==> src/bouncing_ball_pixel_generator_unit_macros.svh <==
// Assertion macros for the bouncing ball pixel generator.
// Included by the top level; each macro expects clk and rst_n in scope.
`ifndef BOUNCING_BALL_PIXEL_GENERATOR_UNIT_MACROS_SVH
`define BOUNCING_BALL_PIXEL_GENERATOR_UNIT_MACROS_SVH

// A property that must hold at every clock edge out of reset.
`define BBP_ASSERT_NOW(lbl, prop, msg) \
  lbl: assert property (@(posedge clk) disable iff (!rst_n) (prop)) else $error(msg);

// A condition that must be followed by another in the next cycle.
`define BBP_ASSERT_NEXT(lbl, ante, cons, msg) \
  lbl: assert property (@(posedge clk) disable iff (!rst_n) (ante) |=> (cons)) else $error(msg);

`endif

==> src/bbp_fifo.sv <==
// Two-entry queue between the raster front end and the shading back end.
// Depends on nothing but its width parameter.
`timescale 1ns / 1ps
module bbp_fifo #(
  parameter int WIDTH = 21
) (
  input  logic             clk,
  input  logic             rst_n,
  input  logic             push,
  input  logic [WIDTH-1:0] wdata,
  input  logic             pop,
  output logic [WIDTH-1:0] rdata,
  output logic             full,
  output logic             not_empty
);

  logic [WIDTH-1:0] mem_r [2];
  logic             wp_r, wp_nxt;
  logic             rp_r, rp_nxt;
  logic [1:0]       cnt_r, cnt_nxt;

  assign full      = (cnt_r == 2'd2);
  assign not_empty = (cnt_r != 2'd0);
  assign rdata     = mem_r[rp_r];

  always_comb begin
    wp_nxt  = push ? ~wp_r : wp_r;
    rp_nxt  = pop ? ~rp_r : rp_r;
    cnt_nxt = cnt_r + 2'(push) - 2'(pop);
  end

  always_ff @(posedge clk) begin
    if (!rst_n) begin
      wp_r  <= 1'b0;
      rp_r  <= 1'b0;
      cnt_r <= 2'd0;
    end else begin
      wp_r  <= wp_nxt;
      rp_r  <= rp_nxt;
      cnt_r <= cnt_nxt;
    end
    if (push) mem_r[wp_r] <= wdata;
  end

endmodule

==> config.mk <==
export PLATFORM = sky130hd
export DESIGN_NAME = bbp_fifo
export DESIGN_NICKNAME = d
export VERILOG_FILES = /design/src/bouncing_ball_pixel_generator_unit_macros.svh /design/src/bbp_fifo.sv
export SDC_FILE = /design/constraint.sdc
export NUM_CORES = 1
export LEC_CHECK = 0
export BUFFER_PORTS_ARGS = -buffer_cell sky130_fd_sc_hd__buf_2
export CELL_PAD_IN_SITES_DETAIL_PLACEMENT = 1
export CELL_PAD_IN_SITES_GLOBAL_PLACEMENT = 1
export CORE_MARGIN = 4
export CORE_UTILIZATION = 45
export CTS_BUF_LIST = sky130_fd_sc_hd__clkbuf_8
export CTS_CLUSTER_DIAMETER = 120
export DETAILED_ROUTE_END_ITERATION = 8
export MAX_ROUTING_LAYER = met4
export PLACE_DENSITY = 0.86
export RECOVER_POWER = 25
export SLEW_MARGIN = 20
export SYNTH_ARGS = -nofsm -noshare
export SYNTH_HDL_FRONTEND = slang
export SYNTH_SLANG_ARGS = --single-unit
==> constraint.sdc <==
create_clock -name clk -period 2 [get_ports clk]
set_clock_uncertainty 0.1 [all_clocks]
set_input_delay 0.2 -clock clk [delete_from_list [all_inputs] [get_ports clk]]
set_output_delay 0.2 -clock clk [all_outputs]
set_load 0.05 [all_outputs]
# --- Yosys cells after proc, flatten, opt, wreduce, memory -nomap -nowiden ---
# Memory sizes are Yosys's and may differ from the RTL's. A register that Yosys moved wholly into a read port is not among the register bits.
# Cells that the tools add are included.
word_totals:
  ff_bits: 4
  word_cells: 14
  ramBits: 42
  n_memories: 1
op_classes:
  n_mux: 4
  addsub: 2
  n_eq_ne: 1
  reduce_logical: 1
  bitwise_logic: 2
memory_table:
  columns: ["name", "words", "width", "read_ports", "rd_clocked_by_memory_dff", "wr", "line", "text"]
  rows:
  - ["mem_r", 2, 21, 1, 1, 1, "bbp_fifo.sv:17", "logic [WIDTH-1:0] mem_r [2];"]
ops:
  columns: ["cell", "count"]
  rows:
  - ["2-to-1 mux 1 bit", 4]
  - ["adder 2 x 1 -> 2 bit", 1]
  - ["equality test 2 bit (second input constant)", 1]
  - ["NOT 1 bit", 2]
  - ["nonzero test 2 bit", 1]
  - ["subtractor 2 x 1 -> 2 bit", 1]

# --- Longest topological paths before layout ---
depth:
  word_depth: 3
  ltp_mapped: 6
  ltp_nobuf: 6

# --- Least setup slack after synthesis ---
# Ideal clock, no wire load.
synth_path:
  path_type: "reg2reg"
  from: "register wp_r"
  to: "memory mem_r[0][0] (enable)"
  n_path_buf: 0
  path_stages_with_launch: 2
  path_slack_ps: 201
  t_arrival_ps: 1296
  cell_sequence: "dfxtp_1 nor2b_1"
synth_lines:
  columns: ["item", "line", "text"]
  rows:
  - ["start: declaration", "bbp_fifo.sv:18", "logic wp_r, wp_nxt;"]
  - ["start signal: assignment", "bbp_fifo.sv:38", "wp_r <= wp_nxt;"]
  - ["end: declaration", "bbp_fifo.sv:17", null]
# Straight into the memory's write port.

==> metrics.md <==
| Metric | Value |
|---|---|
| Sequential area share after synthesis | `around 75%` |
| Synth Register Bits | `47` |
| Final Max Tran Viols | `0` |
| Placeable core area | `between 3000 and 4000 sq um` |
| Total Die Area | `5130 sq um` |
| Number of gates resized after cts | `0` |
| Async S/R FF share, synth | `0%` |
| Critical Path Sink | `rdata[18]` |
| Endpoint of the worst register-to-register path | `cnt_r[1]` |
| Number of antenna violations at the first check in global routing | `0` |
| Most numerous cell types in the synthesized netlist | `42 x edfxtp_1, 20 x mux2_4, 5 x dfxtp_1` |
| Layout cells sized above 1 | `approximately 41%` |
| Wire length of the first global-routing pass | `5780 um` |
| Critical Path AT | `1.44 ns` |
| Highest attainable clock frequency | `575 MHz` |
| Width of the die | `between 70 and 80 um` |
| Depth of the worst register-to-register path | `6` |
| 1st-pass router iterations | `2` |
| Number of buffers inserted during clock tree synthesis | `5` |
| Critical path endpoint category | `primary output` |
| Pre-CTS WS | `about 0.57 ns` |
| Critical path type | `reg -> out` |
| Largest net degree at the start of global routing | `22` |
| Total global-route track usage | `16.0%` |
| Share of total power in the clock network | `28.1%` |
| Routability congestion estimate from global placement | `0.620` |
| Average via count per standard cell | `approximately 4.6` |
| Share of the synthesized area in the top cell type | `69.2%` |
| Outcome | `complete, no violations` |
| Cell area after synthesis | `about 1800 sq um` |
| Effective utilization at floorplan | `48.0%` |
| DR vias | `976` |
| Combinational share of power | `21.8%` |
| Net switching fraction of the power | `around a quarter` |
| Port Buffer Count | `47` |
| Cells traversed along the worst timing path | `buf_4, mux2_4, buf_2` |
| # Max-Cap Violations | `0` |
| Required arrival time at the worst endpoint | `~1.7 ns` |
| Number of nets in the layout | `190` |
| Ant. Diodes | `0` |
| Power Density | `~940 nW/um^2` |
| Highest fanout seen on the critical path | `12` |
| Detailed-placement wirelength estimate | `2380 um` |
| RR Startpoint | `cnt_r[0]` |
| Cell taking the most area after synthesis | `edfxtp_1` |
| Count of unresolved DRC violations after routing | `0` |
| IR drop worst, VDD | `661 uV` |
| Count of flip-flops with a built-in enable after synthesis | `42` |
| Worst-skew pair later-pin latency | `0.29 ns` |
| Count of fill cells added during filler insertion | `between 300 and 400` |
| Final worst path period need | `approximately 1.7 ns` |
| Total congestion overflow | `0` |
| Leading cell type by number of instances after synthesis | `edfxtp_1` |
| Remaining antenna violation count | `0` |
| Slowest stage cell on the critical path | `dfxtp_1` |
| Wire length per cell after detailed routing | `16.6 um` |
| R2R Setup Slk | `0.61 ns` |
| Lkg Pwr | `0.980 nW` |
| Reg clk slew, reported paths | `0.08 ns` |
| Routed WL | `around 3500 um` |
| Cell-internal power | `approximately 1.7 mW` |
| Hold Violations, Final | `0` |
| Number of synthesis warnings | `0` |
| Post-DP Area | `about 2100 sq um` |
| Synth-to-Final Area Change | `34.1%` |
| Headroom to the max-slew limit | `between 70 and 80%` |
| I/O pin count | `48` |
| Final Worst Setup Slack | `about 0.26 ns` |
| Net Switching | `a little over 600 uW` |
| RSZ-0062 raised after global routing | `false` |
| CTS Root Cell | `clkbuf_8` |
| CP Depth | `3` |
| Synthesized net count | `113` |
| Worst-case clock buffer depth | `2` |
| Final period utilization | `87.0%` |
| Kind of start point of the critical path | `flop` |
| Number of buffer and inverter stages on the critical path | `2` |
| Cell types occupying the most area after synthesis | `edfxtp_1 69%, mux2_4 16%, dfxtp_1 5.5%` |
| Post-route total power | `2.31 mW` |
| Reg power frac | `about half` |
| Iter 0 DRT Violations | `48` |
| Post-route setup TNS | `0 ns` |
| Via count of the first global-routing pass | `1143` |
| Site row count | `22` |
| H-tree levels | `2` |
| Average cell area after synthesis | `21.2 sq um` |
| Die H | `71.7 um` |
| Library cells used by synthesis | `13` |
| TritonCTS clock tree | `built` |
| Min-Delay Path Class | `in -> reg` |
| Final setup violation count | `0` |
| Synthesized instance count | `86` |
| Most instantiated flip-flop cell in the synthesis netlist | `edfxtp_1` |
| Final non-filler cell area | `2440 sq um` |
| Transition time of the tightest slew-check pin | `0.379 ns` |
| Num Clock Sinks | `47` |
| Kind of cell adding the most delay to the critical path | `buffers and inverters` |
| Max stage delay on crit path | `0.35 ns` |
## logic make-up (layout without fill, tap and decap cells)
kind of cell	count (synthesis)	count (layout)	synth area share, %
DFF	47	47	74.7
muxes	21	21	17.1
xor gates and xnor gates	2	2	1.72
and+or+nand+nor	9	9	3.09
adders and majority gates	2	2	1.37
buffers and inverters	4	82	1.65
AOI/OAI and AO/OA	1	1	0.412
## per-layer routing
metal  vias up  GRT usage [%]  routed length [um]
met2        30           30.1                2070
met5         -              -                   0
met4         0           5.64                  53
met3         5           5.19                 192
li1        476              -                   -
met1       465           14.9                1200
## state kept, by name, indices dropped and copies added, names as in the netlist, named ones only
register,count
cnt_r,2
wp_r,1
rp_r,1
mem_r,42
## through the flow
step,hold slack [ns],utilization (%),cells
after floorplan,0.199,-,86
after global placement,0.289,56.4,183
after detailed placement,0.293,56.4,183
after CTS,0.0777,64.7,212
after global routing,0.0956,64.4,212
final,0.0782,64.4,212
## cell type report
class | count | area [sq um] | share of cell area, %
tap | 48 | 60.1 | 2.46
timing repair buffer | 72 | 474 | 19.4
clock inverter | 3 | 38.8 | 1.59
clock buffer | 5 | 68.8 | 2.81
sequential | 47 | 1360 | 55.7
inverter | 2 | 7.51 | 0.307
multi-input combinational | 35 | 434 | 17.8
## power by group through the flow
stage	Clock (mW)	Combinational (mW)	Sequential, mW
2_1_floorplan	0	0.369	1.17
3_3_place_gp	0	0.462	1.17
3_5_place_dp	0	0.475	1.18
4_1_cts	0.671	0.509	1.16
5_1_grt	0.719	0.530	1.16
6_report	0.648	0.503	1.15
## layout by cell type, fill, tap and decap left out, types with 2 or more instances in the layout
cell / n
clkbuf_1: 11
dfxtp_1: 5
and2_0: 2
inv_1: 2
ha_1: 2
nor2b_1: 3
buf_2: 36
buf_4: 3
dlygate4sd3_1: 21
and2_1: 2
clkbuf_8: 5
mux2_4: 20
edfxtp_1: 42
## worst min path at each step
stage / start / endpoint / slack [ns] / cells after the start
after CTS: rst_n / flop / 0.08 / 2
after floorplan: wdata[0] / mem_r[0][0] / 0.20 / 0
after global placement: wdata[7] / mem_r[0][7] / 0.29 / 1
after global routing: rst_n / wp_r / 0.1 / 2
final: rst_n / flop / 0.08 / 2
after detailed placement: wdata[13] / mem_r[1][13] / 0.29 / 1
## timing repair
item | CTS | global route
buffers inserted | 0 | 0
setup endpoints to repair | 0 | 0
hold buffers | 21 | 0
hold endpoints to repair | 42 | 0
## worst register-to-register path: stages (launching register included)
cell	delay, ns
dfxtp_1	0.35
inv_1	0.05
ha_1	0.27
inv_1	0.08
ha_1	0.15
xnor3_1	0.20
nor2b_1	0.14
No activity file was read; power rests on OpenSTA's default activity.
