`src/bouncing_ball_pixel_generator_unit_macros.svh`:
```
// Assertion macros for the bouncing ball pixel generator.
// Included by the top level; each macro expects clk and rst_n in scope.
`ifndef BOUNCING_BALL_PIXEL_GENERATOR_UNIT_MACROS_SVH
`define BOUNCING_BALL_PIXEL_GENERATOR_UNIT_MACROS_SVH

// A property that must hold at every clock edge out of reset.
`define BBP_ASSERT_NOW(lbl, prop, msg) \
  lbl: assert property (@(posedge clk) disable iff (!rst_n) (prop)) else $error(msg);

// A condition that must be followed by another in the next cycle.
`define BBP_ASSERT_NEXT(lbl, ante, cons, msg) \
  lbl: assert property (@(posedge clk) disable iff (!rst_n) (ante) |=> (cons)) else $error(msg);

`endif

```
`src/bbp_pkg.sv`:
```
// Shared types, constants and helper functions of the bouncing ball pixel generator.
// No dependencies; the front end, back end and top level refer to it by scoped names.
`timescale 1ns / 1ps
package bbp_pkg;

  localparam int FRAC_BITS_DEF  = 16;
  localparam int COORD_BITS_DEF = 10;

  localparam int SIZE_W   = 10;
  localparam int COLOUR_W = 16;
  localparam int IDX_W    = 3;
  localparam int MIN_SIZE = 16;

  // Division of a 10-bit size by five as a multiply and shift.
  localparam int DIV5_MUL = 205;
  localparam int DIV5_SH  = 10;

  localparam logic [SIZE_W-1:0]   FRAME_WIDTH_RST   = 10'd320;
  localparam logic [SIZE_W-1:0]   FRAME_HEIGHT_RST  = 10'd240;
  localparam logic [COLOUR_W-1:0] BALL_COLOUR_A_RST = 16'd63488;
  localparam logic [COLOUR_W-1:0] BALL_COLOUR_B_RST = 16'd65535;
  localparam logic [COLOUR_W-1:0] LIGHT_GREY_RST    = 16'd50712;
  localparam logic [COLOUR_W-1:0] MID_GREY_RST      = 16'd25388;
  localparam logic [COLOUR_W-1:0] DARK_GREY_RST     = 16'd12678;

  typedef enum logic [IDX_W-1:0] {
    REG_FRAME_WIDTH   = 3'd0,
    REG_FRAME_HEIGHT  = 3'd1,
    REG_BALL_COLOUR_A = 3'd2,
    REG_BALL_COLOUR_B = 3'd3,
    REG_LIGHT_GREY    = 3'd4,
    REG_MID_GREY      = 3'd5,
    REG_DARK_GREY     = 3'd6
  } reg_idx_t;

  typedef logic signed [15:0] s16_t;
  typedef logic signed [31:0] s32_t;
  typedef logic signed [63:0] s64_t;

  typedef struct packed {
    logic [SIZE_W-1:0]   frame_width;
    logic [SIZE_W-1:0]   frame_height;
    logic [COLOUR_W-1:0] ball_colour_a;
    logic [COLOUR_W-1:0] ball_colour_b;
    logic [COLOUR_W-1:0] light_grey;
    logic [COLOUR_W-1:0] mid_grey;
    logic [COLOUR_W-1:0] dark_grey;
  } cfg_t;

  typedef struct packed {
    logic busy;
    logic pop;
  } bk_stat_t;

  typedef enum logic [4:0] {
    ST_IDLE, ST_DIVG, ST_DIVH, ST_M1, ST_M2, ST_M3, ST_M4, ST_M5, ST_M6,
    ST_M7, ST_M8, ST_M9, ST_SQRT, ST_DIVQ, ST_PAR, ST_U1, ST_U2, ST_U3, ST_OUT
  } bk_state_t;

  localparam s32_t S32_MAX = 32'sh7FFFFFFF;
  localparam s32_t S32_MIN = 32'sh80000000;

  function automatic logic [SIZE_W-1:0] eff_size(input logic [SIZE_W-1:0] v);
    return (v < SIZE_W'(MIN_SIZE)) ? SIZE_W'(MIN_SIZE) : v;
  endfunction

  function automatic s32_t sat32(input s64_t v);
    s32_t r;
    if (v > s64_t'(S32_MAX)) r = S32_MAX;
    else if (v < s64_t'(S32_MIN)) r = S32_MIN;
    else r = v[31:0];
    return r;
  endfunction

  function automatic s32_t sat_mag(input logic [63:0] mag, input logic neg);
    s32_t r;
    if (!neg) r = (mag > 64'h7FFFFFFF) ? S32_MAX : s32_t'(mag[31:0]);
    else r = (mag >= 64'h80000000) ? S32_MIN : -s32_t'(mag[31:0]);
    return r;
  endfunction

endpackage

```
`src/bbp_front.sv`:
```
// Raster front end: accepts request beats, applies restart and walks the cursor.
// Uses bbp_pkg for the configuration type and size clamping.
`timescale 1ns / 1ps
module bbp_front #(
  parameter int COORD_BITS = bbp_pkg::COORD_BITS_DEF
) (
  input  logic                  clk,
  input  logic                  rst_n,
  input  bbp_pkg::cfg_t         cfg,
  input  logic                  in_valid,
  output logic                  in_ready,
  input  logic                  in_restart,
  input  logic                  q_full,
  output logic                  push,
  output logic [COORD_BITS-1:0] x,
  output logic [COORD_BITS-1:0] y,
  output logic                  last
);

  logic [COORD_BITS-1:0]     col_r, col_nxt, row_r, row_nxt;
  logic [COORD_BITS-1:0]     ncol, nrow;
  logic [bbp_pkg::SIZE_W-1:0] effw, effh;

  assign in_ready = !q_full;
  assign push     = in_valid && !q_full;

  always_comb begin
    effw    = bbp_pkg::eff_size(cfg.frame_width);
    effh    = bbp_pkg::eff_size(cfg.frame_height);
    x       = in_restart ? '0 : col_r;
    y       = in_restart ? '0 : row_r;
    ncol    = x + COORD_BITS'(1);
    nrow    = y + COORD_BITS'(1);
    last    = 1'b0;
    col_nxt = ncol;
    row_nxt = y;
    if (ncol == '0 || 32'(ncol) >= 32'(effw)) begin
      col_nxt = '0;
      row_nxt = nrow;
      if (nrow == '0 || 32'(nrow) >= 32'(effh)) begin
        row_nxt = '0;
        last    = 1'b1;
      end
    end
  end

  always_ff @(posedge clk) begin
    if (!rst_n) begin
      col_r <= '0;
      row_r <= '0;
    end else if (push) begin
      col_r <= col_nxt;
      row_r <= row_nxt;
    end
  end

endmodule

```
`config.mk`:
```
export PLATFORM = sky130hd
export DESIGN_NAME = bbp_front
export DESIGN_NICKNAME = d
export VERILOG_FILES = /design/src/bouncing_ball_pixel_generator_unit_macros.svh /design/src/bbp_pkg.sv /design/src/bbp_front.sv
export SDC_FILE = /design/constraint.sdc
export NUM_CORES = 1
export LEC_CHECK = 0
export BUFFER_PORTS_ARGS = -buffer_cell sky130_fd_sc_hd__buf_2
export CAP_MARGIN = 20
export CORE_ASPECT_RATIO = 2
export CORE_MARGIN = 2
export CORE_UTILIZATION = 39
export DETAILED_ROUTE_END_ITERATION = 10
export MAX_ROUTING_LAYER = met4
export PLACE_DENSITY = 0.77
export SYNTH_ARGS = -nofsm -noshare
export SYNTH_HDL_FRONTEND = slang
export SYNTH_SLANG_ARGS = --single-unit
```
`constraint.sdc`:
```
create_clock -name clk -period 3.24 [get_ports clk]
set_input_delay 0 -clock clk [delete_from_list [all_inputs] [get_ports clk]]
set_output_delay 0 -clock clk [all_outputs]
set_load 0.03 [all_outputs]
```
### Yosys cells after proc, flatten, opt, wreduce, memory -nomap -nowiden

Cells that the tools add are included.

| cells by class | value |
|---|---|
| reductions and logical operators | 6 |
| multiply operators | 0 |
| add/subtract/negate cells | 2 |
| bitwise gates (word level) | 0 |
| equality and inequality tests | 0 |
| multiplexer cells | 9 |
| $lt $le $gt $ge | 4 |
| div/mod/pow operators | 0 |
| shifts and indexed selects | 0 |

Operators with widths:

| kind | count |
|---|---|
| 10-bit two-way mux | 7 |
| 10-bit by 1-bit adder with 10-bit output (second input constant) | 2 |
| 10-bit >= comparator | 2 |
| 10-bit logical NOT | 2 |
| 10-bit by 5-bit less-than comparator with 1-bit output (second input constant) | 2 |
| 1-bit logical OR | 2 |
| 1-bit two-way mux | 2 |
| 1-bit logical AND | 1 |
| 1-bit logical NOT | 1 |

| storage, ports and cells | value |
|---|---|
| flip-flop bits (word level) | 20 |
| memories | 0 |
| RAM bits | 0 |
| bits in latches | 0 |
| bits in read-only memories | 0 |
| input bits | 105 |

### Depth between registers and ports, before layout

Gate-level depths: netlist of run 1.

| depth | value |
|---|---|
| word-level depth | 6 |
| gate-level depth with buffers | 18 |
| gate-level depth less buffers | 13 |

### Least setup slack after synthesis of run 1

OpenSTA, ideal clock, no wires.

| timing | value |
|---|---|
| path kind | input to register |
| from | in in_restart |
| to | reg col_r[0] |
| setup slack | -0.378 ns |
| arrival time | 3.548 ns |
| stages on the path | 17 |
| library setup time | 0.070 ns |
| path buffers | 5 |
| path through | buf_6 -> buf_2 -> buf_2 -> buf_1 -> nor2b_1 -> ha_1 -> and4_1 -> or4b_1 -> nand2_1 -> ha_1 -> o21a_1 -> nor2_1 -> a21oi_1 -> or2_0 -> buf_2 -> or3_1 -> a21oi_1 |

| between the ends | value |
|---|---|
| longest elaborated chain between the ends | 5 |

RTL lines:

| what | RTL line | text |
|---|---|---|
| from (decl) | bbp_front.sv:12 | `input logic in_restart,` |
| 10-bit two-way mux * | bbp_front.sv:30 | `x = in_restart ? '0 : col_r;` |
| net x[1] | bbp_front.sv:15 | `output logic [COORD_BITS-1:0] x,` |
| 10-bit by 1-bit adder with 10-bit output * | bbp_front.sv:32 | `ncol = x + COORD_BITS'(1);` |
| 10-bit >= comparator / 10-bit logical NOT (equally long branches) | bbp_front.sv:37 | `if (ncol == '0 \|\| 32'(ncol) >= 32'(effw)) begin` |
| 1-bit logical OR * | bbp_front.sv:37 |  |
| 10-bit two-way mux * | bbp_front.sv:37 |  |
| to (signal assigned) | bbp_front.sv:52 | `col_r <= col_nxt;` |
| to (decl) | bbp_front.sv:20 | `logic [COORD_BITS-1:0] col_r, col_nxt, row_r, row_nxt;` |

The timed path passes the listed nets; every way through them passes the cells marked *.
A chain may end at the register's enable or synchronous reset.

### Worst setup path after layout of run 1

| timing | value |
|---|---|
| from | reg col_r[0] |
| to | reg row_r[5] |

| between the ends | value |
|---|---|
| longest elaborated chain between the ends | 5 |

RTL lines:

| what | RTL line | text |
|---|---|---|
| 10-bit two-way mux * | bbp_front.sv:30 |  |
| 10-bit by 1-bit adder with 10-bit output * | bbp_front.sv:32 |  |
| 10-bit >= comparator / 10-bit logical NOT (equally long branches) | bbp_front.sv:37 |  |
| 1-bit logical OR * | bbp_front.sv:37 |  |
| 10-bit two-way mux * | bbp_front.sv:37 |  |
| to (signal assigned) | bbp_front.sv:53 | `row_r <= row_nxt;` |
| to (decl) | bbp_front.sv:20 |  |

Mark *: on every way between the ends. The rest lies on a longest branch, timed or not.

==> key figures, run 1 <==
Yosys
  • Syn Inst Count: 282
  • Post-synth top area share: 19.6%
  • Synthesized cell area: 0.00204 sq mm
  • Post-synth top flop: dfxtp_1
  • Distinct cell type count after synthesis: 52
  • Yosys Warn Count: 0
  • Asr flop ratio synth: 0%
  • Number of flops mapped to enable cells by yosys: 0
  • Post-Syn Nets: 409
  • Synth Register Bits: 20
  • Top cells by area, synth: dfxtp_1 (20%), ha_1 (13%), nand2_1 (7.5%), nor2b_1 (5.8%), a21oi_1 (4.7%)
  • Leading area contributor after synthesis: dfxtp_1
  • Seq/Total Area, Yosys: 19.6%
  • Avg Synthesized Cell Area: 7.25 sq um

Clock network
  • Clock latency on the worst-skew pair: 0.26 ns
  • Clk pin slew, worst setup/hold paths: 0.07 ns
  • Clock buffer depth: 2
  • Root buffer cell: clkbuf_8
  • CTS Buf Count: 3
  • Cts hold-fix bufs: 0
  • TritonCTS clock tree: done
  • Num Clock Sinks: 20
  • H-tree levels: 1

STA
  • Final min period: 3.06 ns
  • Worst Skew: 0.00624 ns
  • Endpoints failing setup: 0
  • Slew Viols, Final: 0
  • Worst slew margin: 61.3%
  • Fmax: 326 MHz
  • Worst slew pin tran: 0.579 ns
  • Min Hold Slack: 0.113 ns
  • Final hold viol count: 0
  • Final period utilization: 94.6%

Setup path
  • WP data required: 3.42 ns
  • Critical path capture point type: register
  • Crit path top cell by count: o21a_1
  • CP peak stage delay: 0.48 ns
  • Buf/Inv on CP: 0
  • CP max-delay cell: or4b_1
  • WS Path Type: reg -> reg
  • Crit path launch type: register
  • Critical path peak fanout: 6
  • CP Cell Sequence: nor2b_2, ha_2, and4_1, or4b_1, nand2_1, ha_1, o21a_1, nor2_1, a21oi_2, or2_1, o21a_1, o22ai_1
  • Worst path arrival time: 3.25 ns
  • CP top delay family: simple AND/OR/NAND/NOR gates

Cells and area
  • Commonest non-fill, non-tap cell in the layout: buf_2
  • Most frequent cells in the layout: buf_2 (47), nand2_1 (41), ha_1 (21)
  • Share of post-route cells with drive strength above 1: 23.4%
  • Fill cells: 524
  • Final core occ: 48.9%
  • Ant diodes: 0
  • # nets final: 462
  • Area grow syn2layout: 21.7%

Floorplanning
  • FP Rows: 37
  • Starting Density: 40.1%
  • IO Pins: 128
  • Die height: 106 um
  • Core area: 0.00509 sq mm
  • DIE WIDTH: 55.2 um
  • Die ar.: 0.00587 sq mm

Route
  • Final WL: 5.58 mm
  • Router iterations before antenna repair: 4
  • Via count: 2264
  • Routed Antenna Nets: 0
  • Wire per inst: 14.3 um
  • Initial DRC Count: 88
  • Vias per cell: 5.79
  • Residual DRC count: 0

Hold path
  • Hold crit path type: in -> reg

Placed design
  • DPL Wire Length: 4.41 mm
  • Routability cong.: 0.922
  • IO Port Bufs: 47

Power
  • VDD IR max: 0.153 mV
  • Leak pwr: 1.15 nW
  • Power Density: 198 mW/mm^2

Global route
  • Vias in the first global route: 2192
  • GRT Util Overall: 20.3%
  • First-pass GRT wire length: 8.93 mm
  • Total congestion overflow: 0
  • Initial antenna violation count: 0
  • Largest net degree at the start of global routing: 36

Status
  • Status: finished, final reports clean

Job
  • Max_cap viols: 0
## path summary, 6_finish.rpt
| path | cells after the start | slack, ns | to | from |
|---|---|---|---|---|
| worst min register to register | 2 | 0.45 | col_r[9] | col_r[9] |
| worst max register to register | 12 | 0.18 | row_r[5] | col_r[0] |
| worst min-delay path | 2 | 0.11 | col_r[6] | rst_n |
| worst max-delay path | 12 | 0.18 | row_r[5] | col_r[0] |
## final cells by class
type / instances / area (sq um) / area share [%]
flip-flops and latches: 20 / 402 / 16.1
multi-input cells: 231 / 1540 / 61.9
well taps: 58 / 72.6 / 2.92
clock buffers: 3 / 41.3 / 1.66
repair buffers: 63 / 372 / 14.9
inverters: 16 / 60.1 / 2.41
## metrics by stage
| step | total power, mW | std cells | setup TNS (ns) | area [sq um] | setup slack (ns) |
|---|---|---|---|---|---|
| final | 0.493 | 391 | 0 | 2490 | 0.176 |
| after global routing | 0.518 | 391 | -0.000341 | 2490 | -0.000341 |
| after CTS | 0.497 | 391 | 0 | 2470 | 0.139 |
| after detailed placement | 0.335 | 388 | 0 | 2430 | 0.171 |
| after global placement | 0.333 | 388 | 0 | 2430 | 0.185 |
| after floorplan | 0.304 | 282 | -0.0156 | 2060 | -0.0156 |
## logic make-up after synthesis
group,after synthesis,share of synthesized area [%]
flops,20,19.6
compound gates,58,18.4
fa+ha+maj,22,13.5
simple gates,139,36.8
buf+inv,31,6.55
xor+xnor,12,5.14
## state kept, by name, summed over array words and instances, names as in the netlist
name	cells
row_r	10
col_r	10
## Yosys cell counts, types with 2 or more instances
library cell / number
nand2_1: 41
ha_1: 22
dfxtp_1: 20
a21oi_1: 19
nor2b_1: 19
nand3_1: 18
inv_1: 16
nor2_1: 16
o21ai_0: 7
clkbuf_1: 6
nand4_1: 6
nor4_1: 6
xnor2_1: 6
xor2_1: 6
a211oi_1: 5
buf_2: 5
nand4b_1: 5
nor3_1: 4
o22ai_1: 4
nand2b_1: 3
nand3b_1: 3
o211ai_1: 3
o21a_1: 3
or4_1: 3
and2_1: 2
and3b_1: 2
and4_1: 2
and4b_1: 2
buf_1: 2
o21ai_1: 2
o2bb2ai_1: 2
o31ai_1: 2
## metal layers
metal / GRT usage, % / up-vias / routed length, um
met4: 9.23 / 0 / 148
met1: 18.7 / 1029 / 2170
met3: 1.26 / 13 / 274
li1: - / 1128 / -
met5: - / - / 0
met2: 38.9 / 94 / 2980
## power by group
part | total [mW] | internal [mW] | switching [mW] | leakage (nW)
clock network | 0.164 | 0.0829 | 0.0807 | 0.0216
registers | 0.247 | 0.247 | 0.000489 | 0.162
logic | 0.0820 | 0.0331 | 0.0490 | 0.965
## what timing repair did
action,4_1_cts,5_1_grt
gates resized for setup,0,6
buffers inserted,0,0
endpoints found under the setup margin,0,10
(Power assumes the default switching activity.)
==> inputs of run 2 (changes only) <==
SETUP_SLACK_MARGIN = 0.5   (was default)
==> key figures, run 2 (same netlist as run 1, synthesis figures left out) <==
Route
  • Residual DRC count: 0 (unchanged)
  • Final WL: 6.48 mm (was 5.58 mm)
  • Vias per cell: 5.88 (was 5.79)
  • Wire per inst: 15.7 um (was 14.3 um)
  • Via count: 2429 (was 2264)
  • Router iterations before antenna repair: 4 (unchanged)
  • Initial DRC Count: 40 (was 88)
  • Routed Antenna Nets: 0 (unchanged)

Floorplanning
  • DIE WIDTH: 55.2 um (unchanged)
  • Starting Density: 40.1% (unchanged)
  • IO Pins: 128 (unchanged)
  • Die ar.: 0.00587 sq mm (unchanged)
  • Die height: 106 um (unchanged)
  • Core area: 0.00509 sq mm (unchanged)
  • FP Rows: 37 (unchanged)

Setup path
  • Crit path launch type: register (unchanged)
  • WP data required: 3.42 ns (about the same)
  • Worst path arrival time: 3.00 ns (was 3.25 ns)
  • Critical path peak fanout: 5 (was 6)
  • WS Path Type: reg -> reg (unchanged)
  • Critical path capture point type: register (unchanged)

STA
  • Slew Viols, Final: 0 (unchanged)
  • Final period utilization: 87.0% (was 94.6%)
  • Fmax: 355 MHz (was 326 MHz)
  • Unrepaired setup endpoints after global routing: true
  • Final worst setup slack: 0.422 ns (was 0.176 ns)
  • Worst slew margin: 55.9% (was 61.3%)
  • Final min period: 2.82 ns (was 3.06 ns)
  • Worst Skew: 0.00489 ns (was 0.00624 ns)
  • Endpoints failing setup: 0 (unchanged)
  • Min Hold Slack: 0.122 ns (was 0.113 ns)
  • Worst slew pin tran: 0.660 ns (was 0.579 ns)
  • Post-route setup TNS: 0 ns (unchanged)
  • Final hold viol count: 0 (unchanged)

Placed design
  • Routability cong.: 0.934 (was 0.922)
  • Dpl cell area: 0.00244 sq mm (was 0.00243 sq mm)
  • DPL Wire Length: 4.49 mm (was 4.41 mm)
  • IO Port Bufs: 47 (unchanged)
  • Pre-CTS WS: 0.0496 ns (was 0.171 ns)

Cells and area
  • # nets final: 483 (was 462)
  • Share of post-route cells with drive strength above 1: 40.6% (was 23.4%)
  • Final instance area: 0.00293 sq mm (was 0.00249 sq mm)
  • Ant diodes: 0 (unchanged)
  • Fill cells: 479 (was 524)
  • Commonest non-fill, non-tap cell in the layout: buf_2 (unchanged)
  • Area grow syn2layout: 43.5% (was 21.7%)
  • Most frequent cells in the layout: buf_2 (46), nand2_1 (40), buf_4 (30) (was buf_2 (47), nand2_1 (41), ha_1 (21))
  • Largest registers: col_r (10), row_r (10) (unchanged)
  • Final core occ: 57.6% (was 48.9%)

Clock network
  • Clk pin slew, worst setup/hold paths: 0.08 ns (was 0.07 ns)
  • Clock latency on the worst-skew pair: 0.26 ns (about the same)
  • Root buffer cell: clkbuf_8 (unchanged)
  • TritonCTS clock tree: done (unchanged)
  • Num Clock Sinks: 20 (unchanged)
  • CTS Buf Count: 3 (unchanged)
  • Clock buffer depth: 2 (unchanged)
  • H-tree levels: 1 (unchanged)

Job
  • Max_cap viols: 0 (unchanged)

Global route
  • First-pass GRT wire length: 10.4 mm (was 8.93 mm)
  • Total congestion overflow: 0 (unchanged)
  • Largest net degree at the start of global routing: 39 (was 36)
  • Vias in the first global route: 2414 (was 2192)
  • GRT Util Overall: 23.7% (was 20.3%)
  • Initial antenna violation count: 0 (unchanged)

Power
  • VDD IR max: 0.233 mV (was 0.153 mV)
  • Leak pwr: 1.30 nW (was 1.15 nW)
  • Power Density: 182 mW/mm^2 (was 198 mW/mm^2)

Hold path
  • Hold crit path type: in -> reg (unchanged)

Status
  • Status: finished, final reports clean (unchanged)
## run 2: cell types whose count changed in the layout (fill, tap and decap cells not counted), moves of 4 or more
cell / change
a21oi_2: +5
buf_4: +16
nand3_1: -6
buf_6: +6
dfxtp_1: -4
nand3_2: +6
a21oi_1: -5
## run 2: final timing paths
| kind | start | endpoint | slack, ns | cells after the start |
|---|---|---|---|---|
| setup / recovery | col_r[0] | col_r[0] | 0.42 | 12 |
| hold / removal | rst_n | col_r[6] | 0.12 | 2 |
| setup reg to reg | col_r[0] | col_r[0] | 0.42 | 12 |
| hold reg to reg | col_r[9] | col_r[9] | 0.46 | 2 |
## run 2: timing repair
item,in CTS,in global routing
resized for setup,38,27
endpoints found under the setup margin,18,19
pin swaps,19,23
setup buffers,17,6
hold buffers,0,0
## run 2: layout make-up
class	instances	area [sq um]	share of cell area (%)
Tap cell	58	72.6	2.47
Multi-Input combinational cell	231	1780	60.6
Clock buffer	4	55.1	1.88
Inverter	16	60.1	2.05
Sequential cell	20	414	14.1
Timing Repair Buffer	84	554	18.9
## run 2: through the flow
stage / std cells / total power, mW
finish: 413 / 0.534
detailed placement: 386 / 0.337
CTS: 407 / 0.532
global route: 413 / 0.560
floorplan: 282 / 0.309
global placement: 386 / 0.334
## run 2: worst max-delay path: stages (launching register included)
cell and delay, ns:
dfxtp_4 0.37, nor2b_4 0.17, ha_4 0.16, and4_4 0.23, or4b_4 0.49, nand2_4 0.09
ha_4 0.19, o21a_1 0.18, nor2_2 0.09, a21oi_2 0.06, or2_4 0.29, or3_1 0.31
a21oi_1 0.13
## run 2: report_power, final
group	total, mW	switching (mW)	internal (mW)
sequential	0.246	0.00119	0.245
combinational	0.0961	0.0568	0.0393
clock	0.192	0.0838	0.108
## run 2: metal layers
layer | global-route usage (%) | up-vias | share of wire, %
met5 | - | - | 0
met1 | 22.5 | 1145 | 37
met2 | 44.2 | 88 | 56
met3 | 2.53 | 22 | 3.6
met4 | 10.5 | 0 | 3.2
li1 | - | 1174 | -
==> inputs of run 3 (changes only) <==
CORE_ASPECT_RATIO = default   (was 2)
GPL_TIMING_DRIVEN = 0   (was default)
==> key figures, run 3 (same netlist as run 1, synthesis figures left out) <==
Global route
  • First-pass GRT wire length: 10.9 mm (was 10.4 mm)
  • Vias in the first global route: 2280 (was 2414)
  • Total congestion overflow: 0 (unchanged)
  • Largest net degree at the start of global routing: 11 (was 39)
  • GRT Util Overall: 22.7% (was 23.7%)
  • Initial antenna violation count: 0 (unchanged)

Power
  • Power Density: 179 mW/mm^2 (was 182 mW/mm^2)
  • Net switching power: 0.146 mW (was 0.142 mW)
  • Combinational share of power: 20.9% (was 18.0%)
  • Flop pwr share: 47.1% (was 46.1%)
  • Pint: 0.375 mW (was 0.392 mW)
  • Clock share of power: 32.1% (was 35.9%)
  • VDD IR max: 0.221 mV (was 0.233 mV)
  • Leak pwr: 1.30 nW (about the same)
  • Sw frac: 28.1% (was 26.6%)

Route
  • Router iterations before antenna repair: 5 (was 4)
  • Final WL: 6.58 mm (was 6.48 mm)
  • Initial DRC Count: 140 (was 40)
  • Routed Antenna Nets: 0 (unchanged)
  • Via count: 2412 (was 2429)
  • Vias per cell: 5.68 (was 5.88)
  • Residual DRC count: 0 (unchanged)
  • Wire per inst: 15.5 um (was 15.7 um)

Clock network
  • Clock latency on the worst-skew pair: 0.26 ns (about the same)
  • CTS Buf Count: 3 (unchanged)
  • Num Clock Sinks: 20 (unchanged)
  • Clock buffer depth: 2 (unchanged)
  • Root buffer cell: clkbuf_8 (unchanged)
  • TritonCTS clock tree: done (unchanged)
  • Cts hold-fix bufs: 0 (unchanged)
  • Clk pin slew, worst setup/hold paths: 0.08 ns (about the same)
  • H-tree levels: 1 (unchanged)

Floorplanning
  • Die ar.: 0.00584 sq mm (was 0.00587 sq mm)
  • IO Pins: 128 (unchanged)
  • Core area: 0.00507 sq mm (was 0.00509 sq mm)
  • FP Rows: 26 (was 37)
  • DIE WIDTH: 76.4 um (was 55.2 um)
  • Die height: 76.4 um (was 106 um)
  • Starting Density: 40.3% (was 40.1%)

Setup path
  • Critical path peak fanout: 10 (was 5)
  • Critical R2R Capture: col_r[0] (unchanged)
  • WP data required: 3.43 ns (was 3.42 ns)
  • Buf/Inv on CP: 6 (was 0)
  • R2R depth: 13 (was 12)
  • Setup crit end: col_r[0] (unchanged)
  • CP max-delay cell: or4b_4 (unchanged)
  • R2r setup slk: 0.33 ns (was 0.42 ns)
  • R2R Path Start: col_r[0] (unchanged)
  • Critical path capture point type: register (unchanged)
  • CP peak stage delay: 0.48 ns (was 0.49 ns)
  • Crit path launch: in_restart (was col_r[0])
  • CP Cell Sequence: buf_4, buf_8, buf_8, buf_12, buf_12, nor2b_4, ha_4, and4_4, or4b_4, nand2_4, ha_4, o21a_1, nor2_2, a21oi_2, or2_0, buf_4, or3_1, a21oi_1 (was nor2b_4, ha_4, and4_4, or4b_4, nand2_4, ha_4, o21a_1, nor2_2, a21oi_2, or2_4, or3_1, a21oi_1)
  • CP top delay family: simple AND/OR/NAND/NOR gates (unchanged)
  • WS Path Type: in -> reg (was reg -> reg)
  • Crit path launch type: input port (was register)
  • Worst path arrival time: 3.10 ns (was 3.00 ns)
  • Levels on crit path: 18 (was 12)

STA
  • Unrepaired setup endpoints after global routing: true (unchanged)
  • Worst slew pin tran: 0.520 ns (was 0.660 ns)
  • Endpoints failing setup: 0 (unchanged)
  • Final hold viol count: 0 (unchanged)
  • Slew Viols, Final: 0 (unchanged)
  • Worst Skew: 0.00366 ns (was 0.00489 ns)
  • Final period utilization: 89.9% (was 87.0%)
  • Worst slew margin: 65.3% (was 55.9%)
  • Min Hold Slack: 0.149 ns (was 0.122 ns)
  • Fmax: 343 MHz (was 355 MHz)
  • Final min period: 2.91 ns (was 2.82 ns)

Placed design
  • # placed instances: 398 (was 386)
  • IO Port Bufs: 46 (was 47)
  • Routability cong.: 0.921 (was 0.934)
  • DPL Wire Length: 4.51 mm (was 4.49 mm)

Hold path
  • Hold path cells: 3 (was 2)
  • Hold crit path type: in -> reg (unchanged)

Cells and area
  • Fill cells: 462 (was 479)
  • Most frequent cells in the layout: buf_2 (46), nand2_1 (40), buf_4 (25) (was buf_2 (46), nand2_1 (40), buf_4 (30))
  • Final core occ: 57.5% (was 57.6%)
  • Ant diodes: 0 (unchanged)
  • # nets final: 484 (was 483)
  • Post-Layout Cell Count: 425 (was 413)
  • Share of post-route cells with drive strength above 1: 36.6% (was 40.6%)
  • Commonest non-fill, non-tap cell in the layout: buf_2 (unchanged)
  • Area grow syn2layout: 42.7% (was 43.5%)
  • Largest registers: col_r (10), row_r (10) (unchanged)

Job
  • Max_cap viols: 0 (unchanged)

Status
  • Status: finished, final reports clean (unchanged)
[run 3: per-layer routing]
metal  share of wire, %  GRT usage (%)
met1                 45           30.7
met2                 46           36.1
met3                6.9           2.61
met4                1.2           5.64
met5                  0              -
[run 3: power by group through the flow]
stage	Clock [mW]	Combinational, mW	Sequential, mW
finish	0.167	0.109	0.245
global route	0.175	0.119	0.245
CTS	0.166	0.104	0.247
detailed placement	0	0.0876	0.254
global placement	0	0.0852	0.254
floorplan	0	0.0550	0.254
[run 3: layout make-up]
| cell class | instances | area, sq um | share of cell area [%] |
|---|---|---|---|
| Inverter | 16 | 60.1 | 2.06 |
| Clock buffer | 3 | 41.3 | 1.42 |
| Sequential cell | 20 | 415 | 14.2 |
| Multi-Input combinational cell | 231 | 1750 | 60.0 |
| Timing Repair Buffer | 70 | 429 | 14.7 |
| Buffer | 15 | 133 | 4.55 |
| Tap cell | 70 | 87.6 | 3.00 |
[run 3: worst min-delay path by stage]
stage | start | end | slack [ns]
after floorplan | q_full | in_ready | 0.12
after global placement | q_full | in_ready | 0.27
after detailed placement | q_full | in_ready | 0.28
after CTS | rst_n | row_r[6] | 0.13
after global routing | rst_n | row_r[7] | 0.19
final | rst_n | row_r[6] | 0.15
[run 3: worst reg2reg max path: stages (launching register included)]
cell and delay (ns):
dfxtp_2 0.34, nor2b_4 0.19, ha_4 0.17, and4_4 0.23
or4b_4 0.48, nand2_4 0.09, ha_4 0.19, o21a_1 0.17
nor2_2 0.09, a21oi_2 0.07, or2_0 0.23, buf_4 0.16
or3_1 0.31, a21oi_1 0.12
[run 3: metrics by stage]
stage	power (mW)	setup WS [ns]	instance area, sq um	setup TNS, ns
3_3_place_gp	0.339	-0.128	2430	-0.502
3_5_place_dp	0.341	-0.208	2430	-1.61
2_1_floorplan	0.309	0.185	2110	0
5_1_grt	0.540	0.199	2920	0
4_1_cts	0.517	0.268	2800	0
6_report	0.521	0.326	2920	0
[run 3: timing repair]
action | 4_1_cts | 5_1_grt
pin swaps | 12 | 6
endpoints found under the setup margin | 18 | 20
gates resized for setup | 42 | 18
buffers inserted | 17 | 7
